### src/rtl/peps_pkg.sv
package peps_pkg;

  localparam int unsigned ADDR_W = 5;

  localparam logic [2:0] REG_DEPTH   = 3'd0;
  localparam logic [2:0] REG_ALPHA   = 3'd1;
  localparam logic [2:0] REG_CLOSE   = 3'd2;
  localparam logic [2:0] REG_OPEN    = 3'd3;
  localparam logic [2:0] REG_HOLDOFF = 3'd4;
  localparam logic [2:0] REG_GAIN    = 3'd5;

  localparam logic [6:0]  RST_DEPTH   = 7'd75;
  localparam logic [9:0]  RST_ALPHA   = 10'd154;
  localparam logic [15:0] RST_CLOSE   = 16'd983;
  localparam logic [15:0] RST_OPEN    = 16'd2621;
  localparam logic [14:0] RST_HOLDOFF = 15'd1600;
  localparam logic [31:0] RST_GAIN    = 32'd65536;

  localparam logic [15:0] RST_HELD = 16'd16384;
  localparam logic [25:0] RST_ACC  = 26'd16777216;

  // target = floor(env * depth * 256 / 25), via reciprocal and one correction
  localparam logic [31:0] TGT_RECIP = 32'd2748779069;
  localparam logic [31:0] TGT_DIV   = 32'd25;
  localparam logic [26:0] TGT_MAX   = 27'd67107840;

  // remainder of |slope| / steps, steps at most 32
  localparam int unsigned REM_W = 5;

  localparam int unsigned FIFO_DEPTH = 2;

  typedef struct packed {
    logic [6:0]  depth_percent;
    logic [9:0]  smooth_alpha;
    logic [15:0] gate_close_level;
    logic [15:0] gate_open_level;
    logic [14:0] holdoff_samples;
    logic [31:0] phase_gain;
  } peps_cfg_t;

  typedef struct packed {
    logic [15:0]      base;
    logic             neg;
    logic [15:0]      quo;
    logic [REM_W-1:0] rem;
    logic [23:0]      step;
    logic             gate_open;
    logic             gate_changed;
  } peps_run_t;

  typedef enum logic [2:0] {
    F_IDLE,
    F_MUL_A,
    F_MUL_B,
    F_TGT,
    F_MUL_S,
    F_SUM,
    F_DIV,
    F_PUSH
  } peps_fstate_e;

endpackage

### src/rtl/peps_fifo.sv
module peps_fifo
  import peps_pkg::*;
(
  input  logic      clk_i,
  input  logic      rst_ni,
  input  logic      push_i,
  input  peps_run_t push_data_i,
  output logic      full_o,
  input  logic      pop_i,
  output peps_run_t pop_data_o,
  output logic      empty_o
);

  localparam int unsigned PtrW = (FIFO_DEPTH > 1) ? $clog2(FIFO_DEPTH) : 1;

  peps_run_t mem_q [FIFO_DEPTH];
  logic [PtrW-1:0] wr_ptr_q, rd_ptr_q;
  logic [PtrW:0]   count_q;

  assign full_o     = (count_q == (PtrW+1)'(FIFO_DEPTH));
  assign empty_o    = (count_q == '0);
  assign pop_data_o = mem_q[rd_ptr_q];

  function automatic logic [PtrW-1:0] ptr_inc(input logic [PtrW-1:0] p);
    logic [PtrW-1:0] r;
    if (p == PtrW'(FIFO_DEPTH - 1)) begin
      r = '0;
    end else begin
      r = p + 1'b1;
    end
    return r;
  endfunction

  always_ff @(posedge clk_i or negedge rst_ni) begin
    if (!rst_ni) begin
      wr_ptr_q <= '0;
      rd_ptr_q <= '0;
      count_q  <= '0;
    end else begin
      if (push_i) begin
        wr_ptr_q <= ptr_inc(wr_ptr_q);
      end
      if (pop_i) begin
        rd_ptr_q <= ptr_inc(rd_ptr_q);
      end
      if (push_i && !pop_i) begin
        count_q <= count_q + 1'b1;
      end else if (pop_i && !push_i) begin
        count_q <= count_q - 1'b1;
      end
    end
  end

  always_ff @(posedge clk_i) begin
    if (push_i) begin
      mem_q[wr_ptr_q] <= push_data_i;
    end
  end

endmodule

### config.mk
export PLATFORM = sky130hd
export DESIGN_NAME = peps_fifo
export DESIGN_NICKNAME = d
export VERILOG_FILES = /design/src/rtl/peps_pkg.sv /design/src/rtl/peps_fifo.sv
export SDC_FILE = /design/constraint.sdc
export NUM_CORES = 1
export LEC_CHECK = 0
export ABC_AREA = 0
export BUFFER_PORTS_ARGS = -buffer_cell sky130_fd_sc_hd__buf_2
export CAP_MARGIN = 40
export CORE_AREA = 5 5 85 118
export CTS_BUF_LIST = sky130_fd_sc_hd__clkbuf_4 sky130_fd_sc_hd__clkbuf_8
export DETAILED_ROUTE_END_ITERATION = 16
export DIE_AREA = 0 0 90 123
export HOLD_SLACK_MARGIN = 0.08
export PLACE_DENSITY = 0.85
export SETUP_SLACK_MARGIN = 0.3
export SYNTH_ARGS = -nofsm -noshare
export SYNTH_HDL_FRONTEND = slang
export SYNTH_SLANG_ARGS = --single-unit
### constraint.sdc
create_clock -name clk_i -period 11.4 [get_ports clk_i]
set_input_delay 1.71 -clock clk_i [delete_from_list [all_inputs] [get_ports clk_i]]
set_output_delay 1.71 -clock clk_i [all_outputs]
set_load 0.01 [all_outputs]
# Word-level counts from Yosys, hierarchy flattened
# Memory sizes are Yosys's and may differ from the RTL's.
# Index checks and enable logic that the tools add are counted.
dict set report word_totals {
  ff_bits 4
  memories 1
  out_inout_bits 66
  in_bits 68
  mem_bits_rw 128
  word_cells 21
}
dict set report op_classes {
  n_reduce_logical 6
  n_addsub 4
  n_mux 6
  eq_ne 1
}
# name depth word_bits read_ports rd_clocked_by_memory_dff write_ports line_no
set mem_list {}
lappend mem_list {mem_q 2 64 1 0 1 peps_fifo.sv:16} ;# peps_run_t mem_q [FIFO_DEPTH];
# op n
set ops {}
lappend ops {{$mux 1} 4}
lappend ops {{$mux 2} 2}
lappend ops {{$add 1x1->1 const B} 2}
lappend ops {{$add 2x1->2 const B} 1}
lappend ops {{$eq 2x2->1 const B} 1}
lappend ops {{$logic_and 1x1->1} 2}
lappend ops {{$logic_not 1->1} 2}
lappend ops {{$logic_not 2->1} 1}
lappend ops {{$reduce_bool 2->1} 1}
lappend ops {{$sub 2x1->2 const B} 1}

# Longest topological paths before layout
dict set report logic_depth {
  ltp_word 4
  mapped_depth 5
  mapped_depth_nobuf 5
}

# Worst setup path after synthesis
# OpenSTA, ideal clock, no wires.
dict set report synth_path {
  path_kind {input to register}
  startpoint {input push_i}
  endpoint {memory mem_q[0][0] in the netlist's numbering (enable)}
  path_slack_ps 6382
  t_required_ps 10906
  arrival_time_ps 4524
  setup_ps 494
  path_stages 1
  n_path_buf 0
  cell_sequence {nor2b_1}
}
dict set report synth_via {
  elab_chain_cells 2
}
# element line_no
set synth_rtl {}
lappend synth_rtl {{from (decl)} peps_fifo.sv:6} ;# input logic push_i,
lappend synth_rtl {{$mux 1} peps_fifo.sv:55} ;# if (push_i) begin
lappend synth_rtl {{$mux 1 (not written as such)} peps_fifo.sv:56} ;# mem_q[wr_ptr_q] <= push_data_i;
lappend synth_rtl {{to (decl)} peps_fifo.sv:16}
# Every way passes these cells.

==> out/results.tsv <==
stage	metric	value	unit
sta	Final WS setup	7650	ps
power_and_ir_drop	maximum vdd drop	0.232	mV
global_route	initial antenna violation count	2	
outcome	status	finished, final reports clean	
clocking	post-cts sizing count	0	
drt	vias per cell	5.05	
cells_and_area	final net count	432	
setup_path	slowest stage delay, CP	770	ps
logic_synthesis	Mapped Cells	215	
floorplanning	num rows	41	
sta	Final Hold Fails	0	
cells_and_area	Finished Cell Area	0.00616	mm^2
sta	# setup viols final	0	
floorplanning	Total Die Area	0.0111	mm^2
clocking	Setup Fix Bufs, Post-CTS	0	
logic_synthesis	Synth Cell Area	0.00501	mm^2
floorplanning	Initial Utilization	56.5	%
logic_synthesis	post-synthesis cell type count	13	
cells_and_area	FILL cells	552	
drt	Initial DRC Count	88	
logic_synthesis	Synth Net Count	284	
clocking	Clock Path Buffers	2	
drt	DR WL/cell	17.0	um
global_route	met3 Track Usage GR	6.39	%
global_route	first-pass GRT wire length	12500	um
setup_path	maximum fanout along the worst path	36	
setup_path	CP Cell Sequence	buf_16 > mux2_2 > buf_2	
logic_synthesis	warnings from Yosys	0	
clocking	CTS Sinks	132	
clocking	clock buffer count from CTS	17	
floorplanning	DIE HEIGHT	123	um
sta	clock skew	6.09	ps
logic_synthesis	Synth area leader	edfxtp_1	
placement	input/output buffers	133	
clocking	depth of the CTS H-tree	4	
sta	unrepaired setup endpoints after global routing	false	
drt	via count	2443	
floorplanning	core area	0.00887	mm^2
setup_path	CP max-delay cell	dfrtp_4	
drt	DRC	0	
cells_and_area	fin cells	484	
global_route	vias in the first global route	2499	
cells_and_area	area growth from synthesis to layout	22.9	%
clocking	CTS tree	built	
global_route	largest net degree at the start of global routing	37	
clocking	clk_lat worst skew	420	ps
placement	GP Congestion	0.719	
power_and_ir_drop	leakage	2.50	nW
clocking	Worst-path clk slew	70	ps
sta	actual slew at the worst max-slew pin	797	ps
placement	Area after DPL	0.00579	mm^2
setup_path	Worst Setup Path Type	flop to output pin	
logic_synthesis	Seq/Total Area, Yosys	78.7	%
sta	period utilization	32.9	%
power_and_ir_drop	PD cells	243	mW/mm^2
logic_synthesis	synthesized flop and latch total	132	
drt	Post-Route WL	8230	um
global_route	M2 GR Usage	27.2	%
cells_and_area	share of layout cells above drive strength 1	61.7	%
job	Max Cap Viol	0	
floorplanning	Die X	90	um
global_route	busiest layer in global routing	met2	
floorplanning	I/O pin count	134	
setup_path	CP arrival	2040	ps
global_route	Congestion Overflow GR	0	
hold_path	worst min-delay path class	flop to flop	
drt	final antenna-violating net count	0	
setup_path	CP Capture Type	output pin	
placement	Placed Cells	451	
setup_path	CP bufs+invs	2	
cells_and_area	most frequent cells in the layout	buf_2 (133), edfxtp_1 (128), mux2_4 (50), clkbuf_8 (17), mux2_2 (14)	
global_route	gr usage total	15.3	%
logic_synthesis	Mean Syn Cell Area	23.3	um^2
placement	pre-CTS WS	7920	ps
sta	Slew HR	46.8	%
cells_and_area	most common cell after layout, fill and taps aside	buf_2	
logic_synthesis	dominant cells by area after synthesis	edfxtp_1 (77%), mux2_4 (15%), mux2_2 (3.1%)	
setup_path	Critical Path RT	9690	ps
drt	DRT Pass-1 Iters	5	
logic_synthesis	share of the synthesized area in the top cell type	76.7	%
clocking	CTS root buffer	clkbuf_8	
setup_path	Crit path max-delay family	flip-flops	
clocking	cts hold-fix bufs	0	
sta	fmax	267	MHz
power_and_ir_drop	Power Total	1.50	mW
global_route	GR met1 Demand/Resource	14.6	%
cells_and_area	Final Util	69.4	%
sta	setup_tns	0	ps
sta	final max-slew violation count	0	
sta	Hold WS	496	ps
sta	minimum clock period after layout	3750	ps
setup_path	startpoint types	flop	
## layer usage
metal  share of wire (%)  vias up
li1                    -     1145
met1                  33     1177
met2                  56       94
met3                 7.6       25
met4                 3.1        2
met5                0.12        -
## Yosys cell counts
cell,instances
nor2b_1,2
buf_2,1
and2_1,1
mux2_4,50
nor2_1,2
xnor2_1,1
edfxtp_1,128
inv_1,1
buf_6,6
mux2_2,14
xor2_1,4
ha_1,1
dfrtp_1,4
## report_power, final
group / switching, mW / total [mW] / internal, mW
Combinational: 0.205 / 0.446 / 0.240
Sequential: 0.0537 / 0.700 / 0.646
Clock: 0.156 / 0.350 / 0.194
Total: 0.415 / 1.50 / 1.08
## final cells by class
class	count	area (um^2)	share of cell area, %
repair buffers	136	708	11.5
well taps	107	134	2.17
diodes	1	2.50	0.0406
clock buffers	19	249	4.04
multi-input cells	75	1000	16.2
inverters	1	3.75	0.0609
clock inverters	13	116	1.89
flip-flops and latches	132	3950	64.1
## sequential cells by signal (all words and copies together) (netlist names)
register  count
wr_ptr_q      1
mem_q       128
count_q       2
rd_ptr_q      1
## cells by family (layout without fill, tap and decap cells)
family                   count (synthesis)  in the layout  synth area share (%)
buffers and inverters                    8            169                  1.52
adder cells (fa/ha/maj)                  1              1                 0.250
multiplexers                            64             64                  18.1
XOR/XNOR                                 5              5                 0.874
other                                    0              1                     0
flip-flops                             132            132                  78.7
AND/OR/NAND/NOR                          5              5                 0.524
## worst paths after layout
check                           start             end  cells after the start  slack (ps)
setup / recovery             rd_ptr_q  pop_data_o[49]                      3        7650
hold / removal             count_q[1]      count_q[1]                      1         500
setup reg to reg             wr_ptr_q    mem_q[0][49]                      2        9400
hold reg to reg            count_q[1]      count_q[1]                      1         500
max in group asynchronous      rst_ni        rd_ptr_q                      1       10190
min in group asynchronous      rst_ni        wr_ptr_q                      1        1080
No activity file was read; power rests on OpenSTA's default activity.
