File: config.mk
export PLATFORM = sky130hd
export DESIGN_NAME = peps_back
export DESIGN_NICKNAME = d
export VERILOG_FILES = /design/src/rtl/peps_pkg.sv /design/src/rtl/peps_back.sv
export SDC_FILE = /design/constraint.sdc
export NUM_CORES = 1
export LEC_CHECK = 0
export BUFFER_PORTS_ARGS = -buffer_cell sky130_fd_sc_hd__buf_2
export CAP_MARGIN = 5
export CORE_UTILIZATION = 50
export DETAILED_ROUTE_END_ITERATION = 8
export GPL_TIMING_DRIVEN = 1
export PLACE_DENSITY = 0.65
export SYNTH_ARGS = -nofsm -noshare
export SYNTH_HDL_FRONTEND = slang
export SYNTH_SLANG_ARGS = --single-unit
File: constraint.sdc
create_clock -name clk_i -period 7.95 [get_ports clk_i]
set_clock_uncertainty 0.1 [all_clocks]
set_input_delay 1.9875 -clock clk_i [delete_from_list [all_inputs] [get_ports clk_i]]
set_output_delay 1.9875 -clock clk_i [all_outputs]
set_load 0.05 [all_outputs]
File: src/rtl/peps_pkg.sv
package peps_pkg;

  localparam int unsigned ADDR_W = 5;

  localparam logic [2:0] REG_DEPTH   = 3'd0;
  localparam logic [2:0] REG_ALPHA   = 3'd1;
  localparam logic [2:0] REG_CLOSE   = 3'd2;
  localparam logic [2:0] REG_OPEN    = 3'd3;
  localparam logic [2:0] REG_HOLDOFF = 3'd4;
  localparam logic [2:0] REG_GAIN    = 3'd5;

  localparam logic [6:0]  RST_DEPTH   = 7'd75;
  localparam logic [9:0]  RST_ALPHA   = 10'd154;
  localparam logic [15:0] RST_CLOSE   = 16'd983;
  localparam logic [15:0] RST_OPEN    = 16'd2621;
  localparam logic [14:0] RST_HOLDOFF = 15'd1600;
  localparam logic [31:0] RST_GAIN    = 32'd65536;

  localparam logic [15:0] RST_HELD = 16'd16384;
  localparam logic [25:0] RST_ACC  = 26'd16777216;

  // target = floor(env * depth * 256 / 25), via reciprocal and one correction
  localparam logic [31:0] TGT_RECIP = 32'd2748779069;
  localparam logic [31:0] TGT_DIV   = 32'd25;
  localparam logic [26:0] TGT_MAX   = 27'd67107840;

  // remainder of |slope| / steps, steps at most 32
  localparam int unsigned REM_W = 5;

  localparam int unsigned FIFO_DEPTH = 2;

  typedef struct packed {
    logic [6:0]  depth_percent;
    logic [9:0]  smooth_alpha;
    logic [15:0] gate_close_level;
    logic [15:0] gate_open_level;
    logic [14:0] holdoff_samples;
    logic [31:0] phase_gain;
  } peps_cfg_t;

  typedef struct packed {
    logic [15:0]      base;
    logic             neg;
    logic [15:0]      quo;
    logic [REM_W-1:0] rem;
    logic [23:0]      step;
    logic             gate_open;
    logic             gate_changed;
  } peps_run_t;

  typedef enum logic [2:0] {
    F_IDLE,
    F_MUL_A,
    F_MUL_B,
    F_TGT,
    F_MUL_S,
    F_SUM,
    F_DIV,
    F_PUSH
  } peps_fstate_e;

endpackage

File: src/rtl/peps_back.sv
module peps_back
  import peps_pkg::*;
#(
  parameter int unsigned INTERP_STEPS = 12,
  parameter int unsigned PWM_BITS     = 10
) (
  input  logic                clk_i,
  input  logic                rst_ni,
  input  logic                fifo_empty_i,
  input  peps_run_t           run_i,
  output logic                pop_o,
  output logic                out_valid_o,
  input  logic                out_stall_i,
  output logic [PWM_BITS-1:0] pwm_level_o,
  output logic [23:0]         phase_step_o,
  output logic                gate_is_open_o,
  output logic                gate_changed_o,
  output logic                last_of_run_o
);

  localparam int unsigned KW      = $clog2(INTERP_STEPS + 1);
  localparam int unsigned SdShift = 16 - PWM_BITS;
  localparam logic signed [18:0] SdHalf = 19'(2 ** (SdShift - 1));
  localparam logic signed [18:0] PwmMax = 19'(2 ** PWM_BITS - 1);

  // interpolation sequencer
  logic             gen_busy_q;
  logic [KW-1:0]    k_q;
  logic [15:0]      base_q;
  logic             neg_q;
  logic [15:0]      qm_q;
  logic [REM_W-1:0] rm_q;
  logic [16:0]      q_q;
  logic [REM_W-1:0] r_q;
  logic [23:0]      step_q;
  logic             gopen_q;

  // level stage
  logic        lv_valid_q;
  logic [15:0] lv_q;
  logic        lv_last_q;
  logic        lv_chg_q;
  logic [23:0] lv_step_q;
  logic        lv_gopen_q;

  // sigma-delta and output
  logic signed [7:0]   res_q;
  logic                out_valid_q;
  logic [PWM_BITS-1:0] out_pwm_q;
  logic [23:0]         out_step_q;
  logic                out_gopen_q;
  logic                out_chg_q;
  logic                out_last_q;

  logic lv_free, start, emit, sd_take, k_last;

  logic [REM_W:0]     rsum;
  logic [16:0]        q_adv;
  logic [REM_W-1:0]   r_adv;
  logic signed [18:0] lvl_s;
  logic [15:0]        lvl;

  logic signed [18:0] t, u, ushr, v, r;
  logic signed [7:0]  res_d;

  assign sd_take = lv_valid_q && (!out_valid_q || !out_stall_i);
  assign lv_free = !lv_valid_q || sd_take;
  assign start   = !gen_busy_q && !fifo_empty_i && lv_free;
  assign emit    = gen_busy_q && lv_free;
  assign pop_o   = start;
  assign k_last  = (k_q == KW'(INTERP_STEPS));

  always_comb begin
    rsum = {1'b0, r_q} + {1'b0, rm_q};
    if (rsum >= (REM_W+1)'(INTERP_STEPS)) begin
      r_adv = REM_W'(rsum - (REM_W+1)'(INTERP_STEPS));
      q_adv = q_q + {1'b0, qm_q} + 17'd1;
    end else begin
      r_adv = REM_W'(rsum);
      q_adv = q_q + {1'b0, qm_q};
    end
  end

  always_comb begin
    if (neg_q) begin
      lvl_s = $signed({3'b000, base_q}) - $signed({2'b00, q_q});
    end else begin
      lvl_s = $signed({3'b000, base_q}) + $signed({2'b00, q_q});
    end
    if (lvl_s < 0) begin
      lvl = '0;
    end else if (lvl_s > 19'sd65535) begin
      lvl = 16'hFFFF;
    end else begin
      lvl = lvl_s[15:0];
    end
  end

  always_comb begin
    t    = $signed({3'b000, lv_q}) + res_q;
    u    = t + SdHalf;
    ushr = u >>> SdShift;
    if (u < 0) begin
      v = '0;
    end else if (ushr > PwmMax) begin
      v = PwmMax;
    end else begin
      v = ushr;
    end
    r = t - (v <<< SdShift);
    if (r > 19'sd127) begin
      res_d = 8'sd127;
    end else if (r < -19'sd128) begin
      res_d = -8'sd128;
    end else begin
      res_d = r[7:0];
    end
  end

  always_ff @(posedge clk_i or negedge rst_ni) begin
    if (!rst_ni) begin
      gen_busy_q  <= 1'b0;
      k_q         <= '0;
      lv_valid_q  <= 1'b0;
      out_valid_q <= 1'b0;
      res_q       <= '0;
    end else begin
      if (start) begin
        gen_busy_q <= 1'b1;
        k_q        <= KW'(1);
      end else if (emit) begin
        k_q <= k_q + 1'b1;
        if (k_last) begin
          gen_busy_q <= 1'b0;
        end
      end
      if (start || emit) begin
        lv_valid_q <= 1'b1;
      end else if (sd_take) begin
        lv_valid_q <= 1'b0;
      end
      if (sd_take) begin
        out_valid_q <= 1'b1;
        res_q       <= res_d;
      end else if (!out_stall_i) begin
        out_valid_q <= 1'b0;
      end
    end
  end

  always_ff @(posedge clk_i) begin
    if (start) begin
      base_q     <= run_i.base;
      neg_q      <= run_i.neg;
      qm_q       <= run_i.quo;
      rm_q       <= run_i.rem;
      q_q        <= {1'b0, run_i.quo};
      r_q        <= run_i.rem;
      step_q     <= run_i.step;
      gopen_q    <= run_i.gate_open;
      lv_q       <= run_i.base;
      lv_last_q  <= 1'b0;
      lv_chg_q   <= run_i.gate_changed;
      lv_step_q  <= run_i.step;
      lv_gopen_q <= run_i.gate_open;
    end else if (emit) begin
      q_q        <= q_adv;
      r_q        <= r_adv;
      lv_q       <= lvl;
      lv_last_q  <= k_last;
      lv_chg_q   <= 1'b0;
      lv_step_q  <= step_q;
      lv_gopen_q <= gopen_q;
    end
    if (sd_take) begin
      out_pwm_q   <= v[PWM_BITS-1:0];
      out_step_q  <= lv_step_q;
      out_gopen_q <= lv_gopen_q;
      out_chg_q   <= lv_chg_q;
      out_last_q  <= lv_last_q;
    end
  end

  assign out_valid_o    = out_valid_q;
  assign pwm_level_o    = out_pwm_q;
  assign phase_step_o   = out_step_q;
  assign gate_is_open_o = out_gopen_q;
  assign gate_changed_o = out_chg_q;
  assign last_of_run_o  = out_last_q;

endmodule

After elaboration in Yosys (flattened, before gate mapping)

Index checks and enable logic that the tools add are counted.

Bits in latches: 0
Register bits: 180
Input port bits: 68
Memory bits (read-only): 0
Output and inout bits: 39
Bits in writable memories: 0
Memories kept: 0
Logic and storage cells: 89

Div/mod/pow operators: 0
Multipliers: 0
Magnitude comparators: 7
Bitwise gates (word level): 0
Reduce and logical (&&, ||, !) cells: 16
Add/sub/neg operators: 10
Equality and inequality tests: 2
Shifts and indexed selects: 0
Muxes and demuxes: 30

Operator list:

| kind                                                                                | count |
|---|---|
| 16-bit two-way mux                                                                  | 6 |
| 24-bit two-way mux                                                                  | 2 |
| 19-bit by 1-bit < comparator with 1-bit output, second input constant               | 2 |
| 13-bit two-way mux                                                                  | 2 |
| 18-bit by 7-bit adder with 19-bit output, second input constant                     | 1 |
| 19-bit by 17-bit greater-than comparator with 1-bit output, second input constant   | 1 |
| 19-bit by 8-bit greater-than comparator with 1-bit output, second input constant    | 1 |
| 19-bit by 8-bit < comparator with 1-bit output, second input constant               | 1 |
| 19-bit two-way mux                                                                  | 1 |
| 18-bit by 19-bit subtractor with 19-bit output                                      | 1 |
| 16-bit by 17-bit adder with 18-bit output                                           | 1 |
| 17-bit by 8-bit adder with 18-bit output                                            | 1 |
| 16-bit by 17-bit subtractor with 18-bit output                                      | 1 |
| 17-bit by 1-bit adder with 17-bit output, second input constant                     | 1 |
| 17-bit by 16-bit adder with 17-bit output                                           | 1 |
| 17-bit two-way mux                                                                  | 1 |
| 8-bit two-way mux                                                                   | 2 |
| 5-bit two-way mux                                                                   | 3 |
| 13-bit by 11-bit greater-than comparator with 1-bit output, second input constant   | 1 |
| 1-bit two-way mux                                                                   | 11 |
| 4-bit two-way mux                                                                   | 2 |
| 5-bit by 5-bit adder with 6-bit output                                              | 1 |
| 6-bit by 4-bit greater-or-equal comparator with 1-bit output, second input constant | 1 |
| 2-bit nonzero test                                                                  | 3 |
| other kinds (8)                                                                     | 17 |

Logic depth before layout (Yosys ltp)

Gate-level depths: netlist (run 1).

Depth in word-level cells: 9
Depth in mapped cells: 25
Mapped depth without buffers: 24

Least setup slack after synthesis (run 1)

No wires, ideal clock.

Path kind: input to output
Start point: in out_stall_i
End point: out pop_o
Data arrival time: 5190 ps
Path buffers: 2
Stages on the path: 5
Setup slack: 672 ps
Data required time: 5863 ps
Cells stage by stage: and3_1 or3_1 inv_1 clkbuf_1 clkbuf_1

Longest elaborated chain between the ends: 5

RTL lines:

| what               | RTL line        | text |
|---|---|---|
| start: declaration | peps_back.sv:13 | `input logic out_stall_i,` |
| 1-bit zero test    | --              |  |
| 1-bit logical OR   | peps_back.sv:66 | `assign sd_take = lv_valid_q && (!out_valid_q \|\| !out_stall_i);` |
| 1-bit logical AND  | peps_back.sv:66 |  |
| 1-bit logical OR   | peps_back.sv:67 | `assign lv_free = !lv_valid_q \|\| sd_take;` |
| 1-bit logical AND  | peps_back.sv:68 | `assign start = !gen_busy_q && !fifo_empty_i && lv_free;` |
| end: declaration   | peps_back.sv:11 | `output logic pop_o,` |

Every way passes these cells.

Final worst setup path (run 1)

Start point: reg res_q[7]
End point: reg res_q[2]

Longest elaborated chain between the ends: 9
Elaborated cells between the ends (all ways): 11
Those cells by class: add/sub (3); order compare (4); mux (4)

RTL lines:

| what                                                       | RTL line         | text |
|---|---|---|
| start: declaration                                         | peps_back.sv:47  | `logic signed [7:0] res_q;` |
| start signal: assignment                                   | peps_back.sv:144 | `res_q <= res_d;` |
| 17-bit by 8-bit adder with 18-bit output (*)               | peps_back.sv:100 | `t = $signed({3'b000, lv_q}) + res_q;` |
| 18-bit by 7-bit adder with 19-bit output (*)               | peps_back.sv:101 | `u = t + SdHalf;` |
| 13-bit by 11-bit greater-than comparator with 1-bit output | peps_back.sv:105 | `end else if (ushr > PwmMax) begin` |
| 13-bit two-way mux                                         | peps_back.sv:105 |  |
| 13-bit two-way mux (*)                                     | peps_back.sv:103 | `if (u < 0) begin` |
| named net v[0]                                             | peps_back.sv:63  | `logic signed [18:0] t, u, ushr, v, r;` |
| 18-bit by 19-bit subtractor with 19-bit output (*)         | peps_back.sv:110 | `r = t - (v <<< SdShift);` |
| 19-bit by 8-bit < comparator with 1-bit output             | peps_back.sv:113 | `end else if (r < -19'sd128) begin` |
| 8-bit two-way mux                                          | peps_back.sv:113 |  |
| 8-bit two-way mux (*)                                      | peps_back.sv:111 | `if (r > 19'sd127) begin` |

The timed path passes the listed nets; every way through them passes the cells marked *.
A chain may end at the register's enable or synchronous reset.

==> metrics.md, run 1 <==
| Metric | Value |
|---|---|
| Startpoint types | flop |
| Post-Layout Cell Count | 1482 |
| Crit. End Element | flop |
| Core ar. | 0.0220 sq mm |
| Crit share post-route | 77.5% |
| EDFF count, synth | 163 |
| Gr ovfl total | 0 |
| Main flop type after synthesis | edfxtp_1 |
| Slew Limit Fails | 0 |
| Synth top area cells | edfxtp_1, ha_1, nand2_1, xnor2_1, dfrtp_1 |
| Flops & latches, synth | 180 |
| Max-cap violations | 0 |
| Die Height | 152 um |
| Core Util, Final | 57.5% |
| Io pins | 107 |
| IO buf count | 106 |
| Synth cell types | 95 |
| # DRC | 1 |
| Hold_buf cts | 0 |
| Final setup viols | 0 |
| Synthesized area per cell | 10.4 sq um |
| Postcts setup bufs | 0 |
| Hold WS | 316 ps |
| Synthesized area | 0.0113 sq mm |
| Post-synth top cells | edfxtp_1, nand2_1, nor2_1 |
| Clock transition at path regs | 80 ps |
| All-Layer GR Usage | 21.6% |
| Fin nets | 1349 |
| Clk root buf | clkbuf_16 |
| Final Critical Period | 6160 ps |
| Top-count cell post-synth | edfxtp_1 |
| Async set-or-reset flop fraction in the synthesized netlist | 8.33% |
| Area added between synthesis and finish | 12.0% |
| Fin Setup TNS | 0 ps |
| CTS Buffer Depth | 2 |
| Vias in the first global route | 8092 |
| WP buf/inv | 0 |
| Status | complete, but fails checks |
| Initial Util | 51.4% |
| Largest area contributor in the netlist | edfxtp_1 |
| CTS H-tree lvls | 4 |
| # diodes | 0 |
| Largest net degree at the start of global routing | 79 |
| Min-delay worst type | reg -> reg |
| Routed WL | 24200 um |
| Die area | 0.0232 sq mm |
| DP Cell Count | 1450 |
| DRT Pass-1 Iters | 9 |
| CP required | 8150 ps |
| Final ANT Viol Nets | 0 |
| Detailed-route via count | 8296 |
| Antenna violations before repair | 0 |
| CTS resizes | 0 |
| DIE WIDTH | 152 um |
| Maximum fanout along the worst path | 17 |
| Layout cells sized above 1 | 16.2% |
| Max_slew headroom | 28.7% |
| Final hold violations | 0 |
| CTS Buf Count | 17 |
| RSZ-0062 raised after global routing | false |
| Routed len/inst | 16.3 um |
| CTS tree | built |
| Post-synth top area share | 43.2% |
| Vias/cell | 5.60 |
| Worst Tran Pin Value | 1070 ps |
| Clk Latency, worst-skew pair | 430 ps |
| First-pass GRT wire length | 40200 um |
| Worst Setup Path Type | reg -> reg |
| Crit path max-delay family | simple AND/OR/NAND/NOR gates |
| Failing checks | DRC |
| Cells after Synth | 1092 |
| Register area share after synthesis | 46.9% |
| WP data arrival | 6360 ps |
| Ys Warns | 0 |
| Net Count, Synth | 1252 |
| Final Wtd Congestion | 0.878 |
| Max frequency | 162 MHz |
| CP Cell Sequence | ha_1 -> a211o_1 -> o221a_2 -> mux2_1 -> and4_1 -> and3_1 -> nand4_1 -> nor4b_2 -> nor3_4 -> o21a_1 -> ha_1 -> fa_1 -> nand2b_1 -> a21oi_1 -> xor2_1 -> or3_1 -> a2111o_1 -> a2111oi_0 -> nor4_1 -> nor2_1 -> a21oi_1 |
| Critical Path Slowest Stage Cell | dfrtp_1 |
| Number of cell rows | 54 |
| 1st-iter DRT viols | 424 |
| Sink Count | 180 |
| Dpl hpwl | 17400 um |
| Slowest stage delay, CP | 600 ps |
## area by class of cell
type	count	area (sq um)
inverters	67	254
flip-flops and latches	180	5310
fillers	1884	9350
repair buffers	110	561
clock inverters	15	181
multi-input cells	813	5590
clock buffers	17	425
well taps	280	350
## final timing paths
kind / to / slack (ps) / start / cells after the start
max: res_q[2]$_DFFE_PN0P_ / 1790 / res_q[7]$_DFFE_PN0P_ / 21
min: phase_step_o[9]$_DFFE_PP_ / 320 / lv_step_q[9]$_DFFE_PP_ / 0
max reg2reg: res_q[2]$_DFFE_PN0P_ / 1790 / res_q[7]$_DFFE_PN0P_ / 21
min reg2reg: phase_step_o[9]$_DFFE_PP_ / 320 / lv_step_q[9]$_DFFE_PP_ / 0
max in group asynchronous: k_q[1]$_DFFE_PN0P_ / 6080 / rst_ni / 1
min in group asynchronous: res_q[3]$_DFFE_PN0P_ / 1380 / rst_ni / 1
## placed cells by master (no fill, tap or decap), types with 7 or more instances in the layout
cell type  synthesis  layout
and3_1            10      10
dfrtp_1           15      15
nor2b_1            8       8
inv_1             65      63
o21a_1            12      12
ha_1              86      86
nor2_1            91      91
nand4_1            7       7
xnor2_1           43      43
nor4_1             8       8
a211oi_1          12      12
a21o_1            12      12
buf_2              6     106
nand2_1          141     141
nand3_1           38      38
edfxtp_1         163     163
or3_1             11      10
nor3_1            27      27
a211oi_2          12      12
a21oi_1           56      56
o21ai_1           13      13
o21ai_0           56      56
nand2b_1          10      10
clkbuf_16          0      17
mux2i_1            7       7
xor2_1            19      19
## cells by family (layout without fill, tap and decap cells)
family / Yosys count / count (layout) / synth area share (%)
muxes: 8 / 8 / 0.719
other: 1 / 1 / 0.0331
DFF: 180 / 180 / 46.9
xor gates and xnor gates: 67 / 67 / 5.52
buffers and inverters: 99 / 209 / 3.68
adders and majority gates: 92 / 92 / 10.6
and+or+nand+nor: 390 / 390 / 16.6
AOI/OAI and AO/OA: 255 / 255 / 15.9
## per-stage QoR
stage / setup slack [ps] / cell area (sq um)
final: 1790 / 12700
after global routing: 1390 / 12700
after CTS: 1810 / 12700
after detailed placement: 1850 / 12100
after global placement: 2020 / 12100
after floorplan: 672 / 11300
## registers in the layout, summed over array words and instances (netlist names), 4 cells and up
register,flops
lv_step_q,24
phase_step_o,24
step_q,24
q_q,17
base_q,16
lv_q,16
qm_q,16
pwm_level_o,10
res_q,8
r_q,5
rm_q,5
k_q,4
## metal layers
metal / GRT usage [%] / part of all wire (%)
met1: 28.7 / 47
met4: 6.45 / 1.6
met5: 0 / 0
met3: 3.56 / 3.5
met2: 36.5 / 48
Power of run 1 is left out: the tool's default activity adds up to more than one toggle a clock period on the data nets, which glitch-free logic cannot reach.
==> inputs of run 2 (changes only) <==
Settings changed: ABC_AREA set to 1, PLACE_DENSITY 0.65 to 0.67.
Clock period 7.95 ns to 5.1 ns, I/O delays scaled along.
==> run 2 against run 1 <==
  * The flow now finishes without violations
  * Global-route usage increased by 2.1 points
  * Hold slack better by 5.7 ps
  * Register-to-register slack worse by 1400 ps
==> metrics.md, run 2 <==
| Metric | Value |
|---|---|
| Status | complete, no violations |
| Layout cells sized above 1 | 13.9% (-2.3 points) |
| Main flop type after synthesis | edfxtp_1 |
| CTS H-tree lvls | 4 (unchanged) |
| Final setup viols | 0 (unchanged) |
| Compound-Gate Fraction of Synth Area | 6.19% (-9.7 points) |
| EDFF count, synth | 163 (unchanged) |
| Area added between synthesis and finish | 13.7% |
| CTS Buffer Depth | 2 (unchanged) |
| Core ar. | 0.0238 sq mm (+7.8%) |
| Flops & latches, synth | 180 (unchanged) |
| Number of cell rows | 56 (+3.7%) |
| # diodes | 0 (unchanged) |
| Final Wtd Congestion | 0.932 (+6.2%) |
| Clk root buf | clkbuf_16 |
| Worst Setup Path Type | reg -> reg |
| Vias/cell | 5.11 (-8.7%) |
| Post-Synth Simple-Gate Area | 29.8% (+13 points) |
| Synth cell types | 52 (-45%) |
| Final hold violations | 0 (unchanged) |
| DIE WIDTH | 159 um (+4.1%) |
| Largest area contributor in the netlist | edfxtp_1 |
| 1st-iter DRT viols | 588 (+39%) |
| Clk Latency, worst-skew pair | 440 ps (about the same) |
| Final ANT Viol Nets | 0 (unchanged) |
| # DRC | 0 (-1) |
| Worst Tran Pin Value | 831 ps (-239 ps) |
| CP required | 5330 ps (-2820 ps) |
| CTS tree | built |
| Max-cap violations | 0 (unchanged) |
| Core Util, Final | 58.8% (+1.3 points) |
| Routed len/inst | 14.8 um (-9.5%) |
| Post-synth top area share | 39.8% (-3.4 points) |
| Io pins | 107 (unchanged) |
| Critical Path Slowest Stage Cell | dfrtp_4 |
| WP data arrival | 4960 ps (-1400 ps) |
| Mux cell area share after synthesis | 0.0815% (-0.64 points) |
| Die Height | 159 um (+4.1%) |
| Startpoint types | flop |
| All-Layer GR Usage | 23.7% (+2.1 points) |
| Combinational family with the most area after synthesis | simple AND/OR/NAND/NOR gates |
| Synthesized area per cell | 7.89 sq um (-24%) |
| Slew Limit Fails | 0 (unchanged) |
| CTS Buf Count | 17 (unchanged) |
| Initial Util | 51.7% (+0.33 points) |
| Antenna violations before repair | 2 (+2) |
| Ys Warns | 0 (unchanged) |
| Net Count, Synth | 1716 (+37%) |
| Min-delay worst type | reg -> reg |
| Fin nets | 1832 (+36%) |
| Gr ovfl total | 0 (unchanged) |
| Final Critical Period | 4730 ps (-1430 ps) |
| Cells after Synth | 1556 (+42%) |
| Detailed-route via count | 10200 (+23%) |
| Fin worst setup slack | 370 ps (-1420 ps) |
| Largest net degree at the start of global routing | 76 (-3.8%) |
| Max frequency | 211 MHz (+30%) |
| Most frequent cells in the layout | nand2_1, inv_1, edfxtp_1 |
| Setup WS pre-CTS | 198 ps (-1650 ps) |
| Register area share after synthesis | 43.2% (-3.7 points) |
| Maximum fanout along the worst path | 9 (-8) |
| Clock transition at path regs | 80 ps (about the same) |
| IO buf count | 106 (unchanged) |
| Commonest non-fill, non-tap cell in the layout | nand2_1 |
| CP most frequent cell | nand2_1 |
| Top-count cell post-synth | nand2_1 |
| Reg-to-reg setup timing slack | 370 ps (-1420 ps) |
| Sink Count | 180 (unchanged) |
| Post-synth top cells | nand2_1, inv_1, edfxtp_1 |
| Crit. End Element | flop |
| Slowest stage delay, CP | 540 ps (-60 ps) |
| DRT Pass-1 Iters | 5 (-4) |
| Dpl hpwl | 22500 um (+29%) |
| Post-synthesis xor/xnor area fraction | 3.21% (-2.3 points) |
| First-pass GRT wire length | 47800 um (+19%) |
| Max_slew headroom | 44.6% (+16 points) |
| Crit share post-route | 92.7% (+15 points) |
| Synthesized area | 0.0123 sq mm (+8.5%) |
| Post-synthesis adder-cell area fraction | 9.74% (-0.83 points) |
| Routed WL | 29600 um (+22%) |
| Synth top area cells | edfxtp_1, nand2_1, ha_1, inv_1, nand3_1 |
| Die area | 0.0252 sq mm (+8.4%) |
| Vias in the first global route | 9618 (+19%) |
| Hold WS | 321 ps (+5.70 ps) |
| Async set-or-reset flop fraction in the synthesized netlist | 8.33% (unchanged) |
run 2: cell count changes after synthesis, sizes merged, moves of 24 or more:
cell	previous run	this run
nand2	141	587
nand3	39	107
inv	66	226
a211oi	24	0
xnor2	46	5
run 2: what timing repair did:
item                       in CTS  in global routing
resized for setup               0                 28
setup endpoints to repair       0                  7
hold buffers                    0                  0
buffers inserted                0                  9
run 2: area by class of cell:
class,instances,area (sq um)
clock inverter,15,215
timing repair buffer,120,648
sequential,180,5310
tap,319,399
clock buffer,17,425
inverter,226,853
fill,2175,9780
multi-input combinational,1127,6120
run 2: worst max-delay path, delay by kind of cell (launching register included):
kind            cells  cell delay, ps
simple gates       25            2360
fa+ha+maj           3             930
flops               1             540
buf+inv             3             340
xor+xnor            1             200
compound gates      1             130
run 2: routing by layer:
| layer | share of wire, % | GRT usage (%) |
|---|---|---|
| met3 | 3.2 | 3.87 |
| met2 | 48 | 40.5 |
| met1 | 47 | 31.4 |
| met4 | 1.3 | 5.47 |
| met5 | 0.084 | 0 |
run 2: cells by family (layout without fill, tap and decap cells):
| logic type | count (synthesis) | after routing |
|---|---|---|
| AO/OA/AOI/OAI | 137 | 137 |
| XOR/XNOR | 45 | 45 |
| adder cells (fa/ha/maj) | 92 | 92 |
| buffers and inverters | 249 | 378 |
| flip-flops | 180 | 180 |
| multiplexers | 1 | 1 |
| other | 1 | 1 |
| AND/OR/NAND/NOR | 851 | 851 |
run 2: worst paths after layout:
check / start / end / cells after the start
min: lv_step_q[18]$_DFFE_PP_ / phase_step_o[18]$_DFFE_PP_ / 0
max: res_q[7]$_DFFE_PN0P_ / res_q[2]$_DFFE_PN0P_ / 33
min reg2reg: lv_step_q[18]$_DFFE_PP_ / phase_step_o[18]$_DFFE_PP_ / 0
max reg2reg: res_q[7]$_DFFE_PN0P_ / res_q[2]$_DFFE_PN0P_ / 33
min in group asynchronous: rst_ni / res_q[6]$_DFFE_PN0P_ / 1
max in group asynchronous: rst_ni / res_q[7]$_DFFE_PN0P_ / 1
run 2: metrics by stage:
step	cell area, sq um	std cells	TNS [ps]
after detailed placement	13200	1963	0
after global routing	14000	2004	-52.1
after floorplan	12300	1556	0
after CTS	13800	1995	0
final	14000	2004	0
after global placement	13200	1963	0
Power of run 2 is left out for the same reason.
